==> src/rtl/core/rftc_pkg.sv <==
`timescale 1ns / 1ps
// ----------------------------------------------------------------------------
// rftc_pkg: shared types and constants for the receive frame collector
// Item kinds, register indexes, field widths and the result record passed
// from the collector core to the output stage.
// ----------------------------------------------------------------------------
package rftc_pkg;

    localparam int KIND_W       = 2;
    localparam int DATA_W       = 8;
    localparam int RIDX_W       = 6;
    localparam int COUNT_W      = 7;
    localparam int TICK_W       = 16;
    localparam int CFG_IDX_W    = 2;

    localparam int BUF_DEPTH_DEFAULT = 64;

    localparam logic [TICK_W-1:0] FIRST_WAIT_RESET = 16'd250;

    typedef enum logic [KIND_W-1:0] {
        KIND_ARM  = 2'd0,
        KIND_BYTE = 2'd1,
        KIND_TICK = 2'd2,
        KIND_READ = 2'd3
    } rftc_kind_t;

    typedef enum logic [CFG_IDX_W-1:0] {
        CFG_MAX_WAIT   = 2'd0,
        CFG_GAP        = 2'd1,
        CFG_FIRST_WAIT = 2'd2
    } rftc_cfg_idx_t;

    // Result of one item as it leaves the collector core; the buffer read
    // data travels beside it in the memory output register.
    typedef struct packed {
        logic                frame_done;
        logic [COUNT_W-1:0]  byte_count;
        logic                rd_hit;
        logic                forward_valid;
        logic [DATA_W-1:0]   forward_data;
    } rftc_result_t;

endpackage

==> src/rtl/core/rftc_if.sv <==
`timescale 1ns / 1ps
// ----------------------------------------------------------------------------
// rftc_if: valid/ready channels of the receive frame collector
// Input item channel, result channel and register write channel.
// ----------------------------------------------------------------------------
interface rftc_item_if;
    logic                      valid;
    logic                      ready;
    logic [rftc_pkg::KIND_W-1:0] kind;
    logic [rftc_pkg::DATA_W-1:0] rx_data;
    logic [rftc_pkg::RIDX_W-1:0] read_index;

    modport source (output valid, kind, rx_data, read_index, input ready);
    modport sink   (input valid, kind, rx_data, read_index, output ready);
endinterface

interface rftc_result_if;
    logic                         valid;
    logic                         ready;
    logic                         frame_done;
    logic [rftc_pkg::COUNT_W-1:0] byte_count;
    logic [rftc_pkg::DATA_W-1:0]  read_data;
    logic                         forward_valid;
    logic [rftc_pkg::DATA_W-1:0]  forward_data;

    modport source (output valid, frame_done, byte_count, read_data,
                    forward_valid, forward_data, input ready);
    modport sink   (input valid, frame_done, byte_count, read_data,
                    forward_valid, forward_data, output ready);
endinterface

interface rftc_cfg_if;
    logic                           valid;
    logic                           ready;
    logic [rftc_pkg::CFG_IDX_W-1:0] index;
    logic [rftc_pkg::TICK_W-1:0]    data;

    modport source (output valid, index, data, input ready);
    modport sink   (input valid, index, data, output ready);
endinterface

==> src/rtl/core/rftc_collector.sv <==
`timescale 1ns / 1ps
// ----------------------------------------------------------------------------
// rftc_collector: frame state, timers and byte buffer
// Updates the frame state for each accepted item and registers its result,
// including a registered read of the byte buffer.
// ----------------------------------------------------------------------------
module rftc_collector #(
    parameter int BUF_DEPTH = rftc_pkg::BUF_DEPTH_DEFAULT
) (
    input  logic                          clk,
    input  logic                          rst_n,
    input  logic                          accept,
    input  logic [rftc_pkg::KIND_W-1:0]   kind,
    input  logic [rftc_pkg::DATA_W-1:0]   rx_data,
    input  logic [rftc_pkg::RIDX_W-1:0]   read_index,
    input  logic [rftc_pkg::TICK_W-1:0]   max_wait_ticks,
    input  logic [rftc_pkg::TICK_W-1:0]   gap_ticks,
    input  logic [rftc_pkg::TICK_W-1:0]   first_wait_ticks,
    output rftc_pkg::rftc_result_t        res,
    output logic [rftc_pkg::DATA_W-1:0]   rd_data
);
    import rftc_pkg::*;

    localparam int IDX_W = (BUF_DEPTH > 1) ? $clog2(BUF_DEPTH) : 1;
    localparam int CNT_W = $clog2(BUF_DEPTH + 1);
    localparam int CMP_W = (CNT_W > RIDX_W) ? CNT_W : RIDX_W;
    localparam logic [CNT_W-1:0] DEPTH_CNT = CNT_W'(BUF_DEPTH);

    logic                armed_reg, armed_next;
    logic                done_reg, done_next;
    logic [CNT_W-1:0]    count_reg, count_next;
    logic [TICK_W-1:0]   gap_reg, gap_next;
    logic [TICK_W-1:0]   total_reg, total_next;
    logic [TICK_W-1:0]   gap_dec, total_dec;
    logic                wr_en;
    logic                fwd_v;
    logic                rd_hit;
    rftc_kind_t          kind_e;
    rftc_result_t        res_reg;
    logic [DATA_W-1:0]   rd_reg;
    logic [DATA_W-1:0]   mem [BUF_DEPTH];

    assign kind_e    = rftc_kind_t'(kind);
    assign gap_dec   = (gap_reg != '0) ? gap_reg - TICK_W'(1) : gap_reg;
    assign total_dec = (total_reg != '0) ? total_reg - TICK_W'(1) : total_reg;

    // Entries at or above the fill count are not cleared by an arm; the read
    // is flagged as a miss so the output stage returns zero for them instead.
    assign rd_hit = (kind_e == KIND_READ) && (CMP_W'(read_index) < CMP_W'(count_reg));

    always_comb
    begin
        armed_next = armed_reg;
        done_next  = done_reg;
        count_next = count_reg;
        gap_next   = gap_reg;
        total_next = total_reg;
        wr_en      = 1'b0;
        fwd_v      = 1'b0;
        unique case (kind_e)
            KIND_ARM:
            begin
                armed_next = 1'b1;
                done_next  = 1'b0;
                count_next = '0;
                total_next = max_wait_ticks;
                gap_next   = (gap_ticks == '0) ? '0 : first_wait_ticks;
            end
            KIND_BYTE:
            begin
                if (armed_reg && !done_reg)
                begin
                    if (count_reg < DEPTH_CNT)
                    begin
                        if (gap_reg != '0)
                        begin
                            gap_next = gap_ticks;
                        end
                        wr_en      = 1'b1;
                        count_next = count_reg + CNT_W'(1);
                    end
                    else
                    begin
                        done_next = 1'b1;
                    end
                end
                else
                begin
                    fwd_v = 1'b1;
                end
            end
            KIND_TICK:
            begin
                gap_next   = gap_dec;
                total_next = total_dec;
                if (gap_dec == TICK_W'(1) || total_dec == TICK_W'(1))
                begin
                    done_next = 1'b1;
                end
            end
            default:
            begin
            end
        endcase
    end

    always_ff @(posedge clk or negedge rst_n)
    begin
        if (!rst_n)
        begin
            armed_reg <= 1'b0;
            done_reg  <= 1'b0;
            count_reg <= '0;
            gap_reg   <= '0;
            total_reg <= '0;
        end
        else if (accept)
        begin
            armed_reg <= armed_next;
            done_reg  <= done_next;
            count_reg <= count_next;
            gap_reg   <= gap_next;
            total_reg <= total_next;
        end
    end

    always_ff @(posedge clk)
    begin
        if (accept)
        begin
            res_reg.frame_done    <= done_next;
            res_reg.byte_count    <= COUNT_W'(count_next);
            res_reg.rd_hit        <= rd_hit;
            res_reg.forward_valid <= fwd_v;
            res_reg.forward_data  <= fwd_v ? rx_data : '0;
        end
    end

    always_ff @(posedge clk)
    begin
        if (accept && wr_en)
        begin
            mem[IDX_W'(count_reg)] <= rx_data;
        end
        if (accept)
        begin
            rd_reg <= mem[IDX_W'(read_index)];
        end
    end

    assign res     = res_reg;
    assign rd_data = rd_reg;

    a_count_bound: assert property (@(posedge clk) disable iff (!rst_n)
        count_reg <= DEPTH_CNT)
        else $error("fill count beyond buffer depth");

    a_byte_stored: assert property (@(posedge clk) disable iff (!rst_n)
        accept && kind_e == KIND_BYTE && armed_reg && !done_reg && count_reg < DEPTH_CNT
        |=> count_reg == $past(count_reg) + CNT_W'(1))
        else $error("captured byte did not advance the fill count");

    a_done_cleared_by_arm: assert property (@(posedge clk) disable iff (!rst_n)
        $fell(done_reg) |-> $past(accept && kind_e == KIND_ARM))
        else $error("done cleared without an arm transaction");

endmodule

==> src/rtl/core/receive_frame_timeout_collector.sv <==
`timescale 1ns / 1ps
// ----------------------------------------------------------------------------
// receive_frame_timeout_collector: reply frame collector with gap timeout
// Collects received bytes into a frame buffer, ends the frame on an overall
// or inter-byte timeout or on overflow, and forwards bytes received while unarmed or done.
// ----------------------------------------------------------------------------
//
//  Channel  Direction  Contents
//  -------  ---------  ------------------------------------------------------
//  item     in         kind, rx_data, read_index (arm, byte, tick, read)
//  result   out        frame_done, byte_count, read_data, forward_valid/data
//  cfg      in         index, data (0 max wait, 1 gap, 2 first wait)
//
//  One item transaction is taken every cycle while item ready is high; its result
//  is registered in the core stage (result and buffer read registers) and then
//  in the output register. The state update itself is combinational logic.
//  After reset no clearing pass runs: buffer entries at or above the fill count
//  read as zero, so the block takes items as soon as reset is released.
//  When the result side stalls, one result waits in the output register and
//  one in the core stage; item ready drops only when both are occupied.
//  Configuration transactions are always accepted.
//
module receive_frame_timeout_collector #(
    parameter int BUF_DEPTH = rftc_pkg::BUF_DEPTH_DEFAULT
) (
    input  logic            clk,
    input  logic            rst_n,
    rftc_item_if.sink       item,
    rftc_result_if.source   result,
    rftc_cfg_if.sink        cfg
);
    import rftc_pkg::*;

    logic [TICK_W-1:0] max_wait_reg;
    logic [TICK_W-1:0] gap_reg;
    logic [TICK_W-1:0] first_wait_reg;

    logic              accept;
    logic              stage_valid_reg;
    logic              stage_move;
    logic              out_valid_reg;
    rftc_result_t      stage_res;
    logic [DATA_W-1:0] stage_rd;

    logic              out_done_reg;
    logic [COUNT_W-1:0] out_count_reg;
    logic [DATA_W-1:0] out_rd_reg;
    logic              out_fwd_v_reg;
    logic [DATA_W-1:0] out_fwd_d_reg;

    // Register writes: an index past the list is simply dropped.
    assign cfg.ready = 1'b1;

    always_ff @(posedge clk or negedge rst_n)
    begin
        if (!rst_n)
        begin
            max_wait_reg   <= '0;
            gap_reg        <= '0;
            first_wait_reg <= FIRST_WAIT_RESET;
        end
        else if (cfg.valid)
        begin
            unique case (rftc_cfg_idx_t'(cfg.index))
                CFG_MAX_WAIT:   max_wait_reg   <= cfg.data;
                CFG_GAP:        gap_reg        <= cfg.data;
                CFG_FIRST_WAIT: first_wait_reg <= cfg.data;
                default:
                begin
                end
            endcase
        end
    end

    // The core stage advances into the output register whenever that register
    // is empty or being drained this cycle.
    assign stage_move = stage_valid_reg && (!out_valid_reg || result.ready);
    assign item.ready = !stage_valid_reg || stage_move;
    assign accept     = item.valid && item.ready;

    rftc_collector #(
        .BUF_DEPTH (BUF_DEPTH)
    ) u_collector (
        .clk              (clk),
        .rst_n            (rst_n),
        .accept           (accept),
        .kind             (item.kind),
        .rx_data          (item.rx_data),
        .read_index       (item.read_index),
        .max_wait_ticks   (max_wait_reg),
        .gap_ticks        (gap_reg),
        .first_wait_ticks (first_wait_reg),
        .res              (stage_res),
        .rd_data          (stage_rd)
    );

    always_ff @(posedge clk or negedge rst_n)
    begin
        if (!rst_n)
        begin
            stage_valid_reg <= 1'b0;
            out_valid_reg   <= 1'b0;
        end
        else
        begin
            if (accept)
            begin
                stage_valid_reg <= 1'b1;
            end
            else if (stage_move)
            begin
                stage_valid_reg <= 1'b0;
            end

            if (stage_move)
            begin
                out_valid_reg <= 1'b1;
            end
            else if (result.ready)
            begin
                out_valid_reg <= 1'b0;
            end
        end
    end

    // Buffer data is used only when the read hit a written entry.
    always_ff @(posedge clk)
    begin
        if (stage_move)
        begin
            out_done_reg  <= stage_res.frame_done;
            out_count_reg <= stage_res.byte_count;
            out_rd_reg    <= stage_res.rd_hit ? stage_rd : '0;
            out_fwd_v_reg <= stage_res.forward_valid;
            out_fwd_d_reg <= stage_res.forward_data;
        end
    end

    assign result.valid         = out_valid_reg;
    assign result.frame_done    = out_done_reg;
    assign result.byte_count    = out_count_reg;
    assign result.read_data     = out_rd_reg;
    assign result.forward_valid = out_fwd_v_reg;
    assign result.forward_data  = out_fwd_d_reg;

    a_ready_only_when_full: assert property (@(posedge clk) disable iff (!rst_n)
        !item.ready |-> stage_valid_reg && out_valid_reg && !result.ready)
        else $error("item channel stalled with a free result slot");

    a_stage_feeds_output: assert property (@(posedge clk) disable iff (!rst_n)
        stage_move |=> out_valid_reg)
        else $error("core stage advanced without filling the output register");

    a_no_lost_result: assert property (@(posedge clk) disable iff (!rst_n)
        stage_valid_reg && !stage_move |=> stage_valid_reg)
        else $error("waiting core result dropped");

endmodule
==> src/flat_wrapper.sv <==
// flat-port wrapper written by rule: the top's interface ports become plain ports
module receive_frame_timeout_collector_flat import rftc_pkg::*;
#(
    parameter int BUF_DEPTH = rftc_pkg::BUF_DEPTH_DEFAULT
)
  (clk, rst_n, item_valid, item_kind, item_rx_data, item_read_index, item_ready, result_valid, result_frame_done, result_byte_count, result_read_data, result_forward_valid, result_forward_data, result_ready, cfg_valid, cfg_index, cfg_data, cfg_ready);
  rftc_item_if item_i ();
  rftc_result_if result_i ();
  rftc_cfg_if cfg_i ();
  input  logic clk;
  input  logic rst_n;
  input wire logic [$bits(item_i.valid)-1:0] item_valid;
  input wire logic [$bits(item_i.kind)-1:0] item_kind;
  input wire logic [$bits(item_i.rx_data)-1:0] item_rx_data;
  input wire logic [$bits(item_i.read_index)-1:0] item_read_index;
  output wire logic [$bits(item_i.ready)-1:0] item_ready;
  output wire logic [$bits(result_i.valid)-1:0] result_valid;
  output wire logic [$bits(result_i.frame_done)-1:0] result_frame_done;
  output wire logic [$bits(result_i.byte_count)-1:0] result_byte_count;
  output wire logic [$bits(result_i.read_data)-1:0] result_read_data;
  output wire logic [$bits(result_i.forward_valid)-1:0] result_forward_valid;
  output wire logic [$bits(result_i.forward_data)-1:0] result_forward_data;
  input wire logic [$bits(result_i.ready)-1:0] result_ready;
  input wire logic [$bits(cfg_i.valid)-1:0] cfg_valid;
  input wire logic [$bits(cfg_i.index)-1:0] cfg_index;
  input wire logic [$bits(cfg_i.data)-1:0] cfg_data;
  output wire logic [$bits(cfg_i.ready)-1:0] cfg_ready;
  assign item_i.valid = item_valid;
  assign item_i.kind = item_kind;
  assign item_i.rx_data = item_rx_data;
  assign item_i.read_index = item_read_index;
  assign item_ready = item_i.ready;
  assign result_valid = result_i.valid;
  assign result_frame_done = result_i.frame_done;
  assign result_byte_count = result_i.byte_count;
  assign result_read_data = result_i.read_data;
  assign result_forward_valid = result_i.forward_valid;
  assign result_forward_data = result_i.forward_data;
  assign result_i.ready = result_ready;
  assign cfg_i.valid = cfg_valid;
  assign cfg_i.index = cfg_index;
  assign cfg_i.data = cfg_data;
  assign cfg_ready = cfg_i.ready;
  receive_frame_timeout_collector #(.BUF_DEPTH(BUF_DEPTH)) u_core (.clk(clk), .rst_n(rst_n), .item(item_i), .result(result_i), .cfg(cfg_i));
endmodule
==> config.mk <==
export PLATFORM = sky130hd
export DESIGN_NAME = receive_frame_timeout_collector_flat
export DESIGN_NICKNAME = d
export VERILOG_FILES = /design/src/rtl/core/rftc_pkg.sv /design/src/rtl/core/rftc_if.sv /design/src/rtl/core/rftc_collector.sv /design/src/rtl/core/receive_frame_timeout_collector.sv /design/src/flat_wrapper.sv
export SDC_FILE = /design/constraint.sdc
export NUM_CORES = 1
export LEC_CHECK = 0
export BUFFER_PORTS_ARGS = -buffer_cell sky130_fd_sc_hd__clkbuf_2
export CAP_MARGIN = 20
export CORE_ASPECT_RATIO = 0.5
export CORE_MARGIN = 8
export CORE_UTILIZATION = 34
export DETAILED_ROUTE_END_ITERATION = 16
export SLEW_MARGIN = 20
export SYNTH_ARGS = -nofsm -noshare
export SYNTH_HDL_FRONTEND = slang
export SYNTH_HIERARCHICAL = 1
export SYNTH_SLANG_ARGS = --single-unit
==> constraint.sdc <==
create_clock -name clk -period 8.95 [get_ports clk]
set_input_delay 1.79 -clock clk [delete_from_list [all_inputs] [get_ports clk]]
set_output_delay 1.79 -clock clk [all_outputs]
set_load 0.01 [all_outputs]
; ---- Yosys cells after proc, flatten, opt, wreduce, memory -nomap -nowiden
; Memory sizes are Yosys's and may differ from the RTL's. A register that Yosys moved wholly into a read port is not among the register bits.
; Index checks and enable logic that the tools add are counted.
[word_totals]
reg_bits = 134
latch_bits = 0
ramBits = 512
rom_bits = 0
inputBits = 39
output_inout_bits = 28
wordCells = 88
n_memories = 1
[op_classes]
add_sub_neg = 3
multipliers = 0
div_mod_pow = 0
n_lt_le_gt_ge = 2
eq_ne = 10
shift = 0
n_mux = 26
bitwise = 0
reduce_logical = 26
[mem_list]
columns = memory, words, word_bits, rd, rd_ports_with_merged_regs, write_ports, line
row1 = u_core.u_collector.mem, 64, 8, 1, 1, 1, rftc_collector.sv:41  ; logic [DATA_W-1:0] mem [BUF_DEPTH];
[op_table]
columns = cell, count
row1 = $mux 16, 6
row2 = $pmux 16 s3, 1
row3 = $eq 16x1->1 const B, 2
row4 = $pmux 16 s2, 1
row5 = $reduce_bool 16->1, 2
row6 = $sub 16x1->16 const B, 2
row7 = $logic_not 16->1, 1
row8 = $mux 1, 14
row9 = $mux 7, 2
row10 = $pmux 7 s2, 1
row11 = $reduce_and 2->1, 5
row12 = $add 7x1->7 const B, 1
row13 = $lt 6x7->1, 1
row14 = $lt 7x7->1 const B, 1
row15 = $eq 2x2->1 const B, 3
row16 = $ne 2x2->1 const B, 3
row17 = $reduce_bool 2->1, 3
row18 = $logic_and 1x1->1, 5
row19 = $reduce_and 5->1, 1
row20 = $eq 2x1->1 const B, 2
row21 = $logic_not 2->1, 2
row22 = $logic_not 1->1, 3
row23 = $logic_or 1x1->1, 3
row24 = $pmux 1 s3, 1
row25 = $reduce_bool 3->1, 1

; ---- Depth between registers and ports, before layout
[logic_depth]
depth_word = 8
ltp_mapped = 9
ltp_nobuf = 8

; ---- By module
; The synthesis kept the hierarchy.
[modules_own_cells]
columns = mod, instances, cells_each, area_per_inst_um2, seq_area_each_um2
row1 = rftc_collector, 1, 1292, 23936.7, 17181.5
row2 = receive_frame_timeout_collector, 1, 145, 2723.9, 2009.4

; ---- Worst setup path before layout
; No wires, ideal clock.
[synth_path]
kind = input port to flip-flop
start = input port result_ready
end = memory u_core.u_collector.mem[14][0] (enable)
setup_ns = 0.370
arrival_ns = 4.065
required_ns = 8.580
path_slack_ns = 4.515
path_stages = 6
path_buffers = 1
path_cell_list = nand3b_1 -> and2_1 -> clkbuf_1 -> nor3b_1 -> nand3_1 -> nor2_1
[synth_between]
elab_chain_cells = 7
[synth_rtl]
columns = element, line
row1 = "start, declared", flat_wrapper.sv:23  ; input wire logic [$bits(result_i.ready)-1:0] result_ready;
row2 = $logic_or 1x1->1, receive_frame_timeout_collector.sv:77  ; assign stage_move = stage_valid_reg && (!out_valid_reg || result.ready);
row3 = $logic_and 1x1->1, receive_frame_timeout_collector.sv:77
row4 = $logic_or 1x1->1, receive_frame_timeout_collector.sv:78  ; assign item.ready = !stage_valid_reg || stage_move;
row5 = $logic_and 1x1->1, receive_frame_timeout_collector.sv:79  ; assign accept = item.valid && item.ready;
row6 = via u_core.accept, receive_frame_timeout_collector.sv:38  ; logic accept;
row7 = $logic_and 1x1->1, rftc_collector.sv:141  ; if (accept && wr_en)
row8 = $mux 1, rftc_collector.sv:141
row9 = $mux 1 (not written as such), rftc_collector.sv:143  ; mem[IDX_W'(count_reg)] <= rx_data;
row10 = "end, declared", rftc_collector.sv:41
; The timed path passes the listed nets, and every way through them passes these cells.

; ---- Worst setup path after layout
[layout_path]
start = input port result_ready
end = memory u_core.u_collector.mem[38][4] (enable)
; Same word-level chain as after synthesis.

==> flow_summary_export.csv <==
group,metric,value,unit
clock_tree,cts_setup_buffers,0,
setup_path,required,9.21,ns
global_routing,grt_pass1_vias,13800,
setup_path,critPathKind,"primary input to flip-flop",
logic_synthesis,yosysTopAreaCellShare,0.634,
placed_design,gp_congestion,0.842,
sta,min_period,4.53,ns
global_routing,grt_usage,0.133,
finish,syn2layout_area_growth,13.0,%
logic_synthesis,synth.largest_area_cell,"edfxtp_1",
placed_design,io_buffers,65,
logic_synthesis,synth_seq_cells,654,
detailed_routing,drt_iter0_drc,1486,
floorplan,rows,72,
logic_synthesis,ys_warn_count,6,
clock_tree,ctsHoldBuffers,0,
logic_synthesis,synthesis.instances,1437,
flow_run,maxCapViolCount,0,
logic_synthesis,synthFlopType,"edfxtp_1",
sta,timing.fmax,0.221,GHz
global_routing,grt_max_degree,71,
logic_synthesis,synth-edff-count,563,
sta,final.period_utilization,0.507,
finish,final_common_cell,"edfxtp_1",
power_and_ir_drop,p_total,6740,uW
sta,setup_viol,0,
clock_tree,cts-root-buf,"clkbuf_16",
clock_tree,path_clk_slew,0.07,ns
detailed_routing,maxUsedRoutingLayer,"met5",
logic_synthesis,syn_area,26700,um2
clock_tree,post_cts_resized,0,
clock_tree,cts.path.max_buffers,3,
clock_tree,clock_latency,0.64,ns
power_and_ir_drop,power_density,224,nW/um2
floorplan,die_y,214,um
clock_tree,cts.sinks,654,
logic_synthesis,synthTopCellsByArea,"edfxtp_1, mux4_2, dfrtp_1",
logic_synthesis,synth-seq-area-share,0.720,
min_path,min_path_type,"flip-flop to flip-flop",
logic_synthesis,syn_avg_cell_area,18.6,um2
detailed_routing,wl_met2,28.1,mm
detailed_routing,wl_per_cell,23.3,um
clock_tree,cts_inserted_buffers,61,
floorplan,initial_utilization,0.344,
sta,relSlewSlack,0.237,
detailed_routing,firstDrtPassIters,5,
floorplan,core,77500,um2
sta,rsz0062_at_grt,"false",
floorplan,die_w,412,um
floorplan,io-pin-count,67,
floorplan,die_area,88200,um2
placed_design,post-dp-hpwl,36.3,mm
sta,tightest_slew,1.14,ns
clock_tree,cts_tree,"built",
status,status,"finished clean",
finish,largest_register_ffs,512,
detailed_routing,wl_met1,27.3,mm
sta,maxSlewViolCount,0,
global_routing,grt_pass1_wl,90.3,mm
global_routing,overflow,0,
logic_synthesis,synth_cell_types,72,
sta,final.setup.tns,0,ns
detailed_routing,remaining_drc_errors,0,
setup_path,cp-start-kind,"primary input",
finish,layout-drive-gt1-share,0.263,
power_and_ir_drop,p_leak,0.00976,uW
sta,hold_viol,0,
finish,final-instance-count-excl-fill,2595,
detailed_routing,wl_met3,3.54,mm
global_routing,antenna_found_initial,1,
clock_tree,htreeDepth,2,
finish,diodes,0,
finish,fin_nets,1562,
setup_path,critPathCaptureType,"flip-flop",
detailed_routing,routed_wirelength,60.4,mm
logic_synthesis,syn_nets,1488,
detailed_routing,vias_per_cell,5.30,
detailed_routing,ant_nets,0,
logic_synthesis,synthArstFlopShare,0.139,
sta,skew,0.0594,ns
detailed_routing,vias,13700,
power_and_ir_drop,ir_drop,0.158,mV
finish,final_cell_mix,"edfxtp_1, mux4_2, nor2_1",
setup_path,worst-path-max-fanout,55,
placed_design,placedCellCount,2484,
setup_path,arrival,4.79,ns
cells in the mapped netlist, types with 5 or more instances:
master	instances
and2_1	13
nand3_1	27
dfrtp_1	85
or3_1	11
nor2_1	98
mux4_2	160
edfxtp_1	563
o31ai_1	7
nand2b_1	14
o41ai_1	5
dfstp_2	6
a31oi_1	5
mux2_2	52
a22o_1	9
a22oi_1	32
inv_1	19
o21ai_0	18
clkbuf_1	53
buf_1	14
a21oi_1	29
nor2b_1	6
nor4_1	16
and3_1	11
o21ai_1	11
nand2_1	41
ha_1	12
mux2i_1	9
nor3_1	17
or4_1	8
o22ai_1	12
critical path: stages:
cell and delay (ns):
clkbuf_2 0.09, nand3b_1 0.14, and2_2 0.15, buf_4 0.56, nor3b_1 0.45, nand3_1 0.67, nor2_1 0.93
final cells by class:
class,instances,area [um2]
clock buffer,69,1560
clock inverter,42,398
sequential,654,19200
timing repair buffer,89,539
multi-input combinational,686,7070
fill,7024,47400
inverter,19,71.3
tap,1036,1300
power by group:
part           total [uW]  switching (uW)  internal [uW]  leakage (uW)
Combinational         619             359            260       0.00262
Sequential           3580             138           3440       0.00618
Clock                2540            1120           1420      0.000957
logic make-up (layout without fill, tap and decap cells):
kind of cell,after synthesis,after routing,synth area share
buffers and inverters,97,219,0.0154
adder cells (fa/ha/maj),12,12,0.00563
multiplexers,222,222,0.161
flip-flops,654,654,0.720
AO/OA/AOI/OAI,166,166,0.0431
XOR/XNOR,2,2,0.000657
other,1,1,0.000141
AND/OR/NAND/NOR,283,283,0.0543
routing by layer:
layer	global-route usage	up-vias
li1	-	6025
met1	0.190	7211
met2	0.208	411
met3	0.0250	100
met4	0.0359	2
met5	0	-
worst paths after layout:
kind,start,end,slack [ns],cells past startpoint
min reg2reg,u_core/u_collector/res[5],u_core/result.forward_data[5],0.43,0
min in group asynchronous,rst_n,u_core/gap_reg[5],1.16,1
max,result_ready,u_core/u_collector/mem[38][4],4.42,7
max reg2reg,u_core/u_collector/done_reg,u_core/u_collector/mem[38][4],5.19,6
max in group asynchronous,rst_n,u_core/u_collector/total_reg[14],6.71,2
min,u_core/u_collector/res[5],u_core/result.forward_data[5],0.43,0
through the flow:
step	instance area (um2)	worst slack, ns	util	hold slack [ns]
global route	30100	4.31	0.389	0.431
floorplan	26700	4.51	-	0.400
CTS	30100	4.42	0.389	0.421
detailed placement	28200	3.73	0.364	0.405
finish	30100	4.42	0.389	0.426
global placement	28100	3.79	0.363	0.409
(Power assumes the default switching activity.)
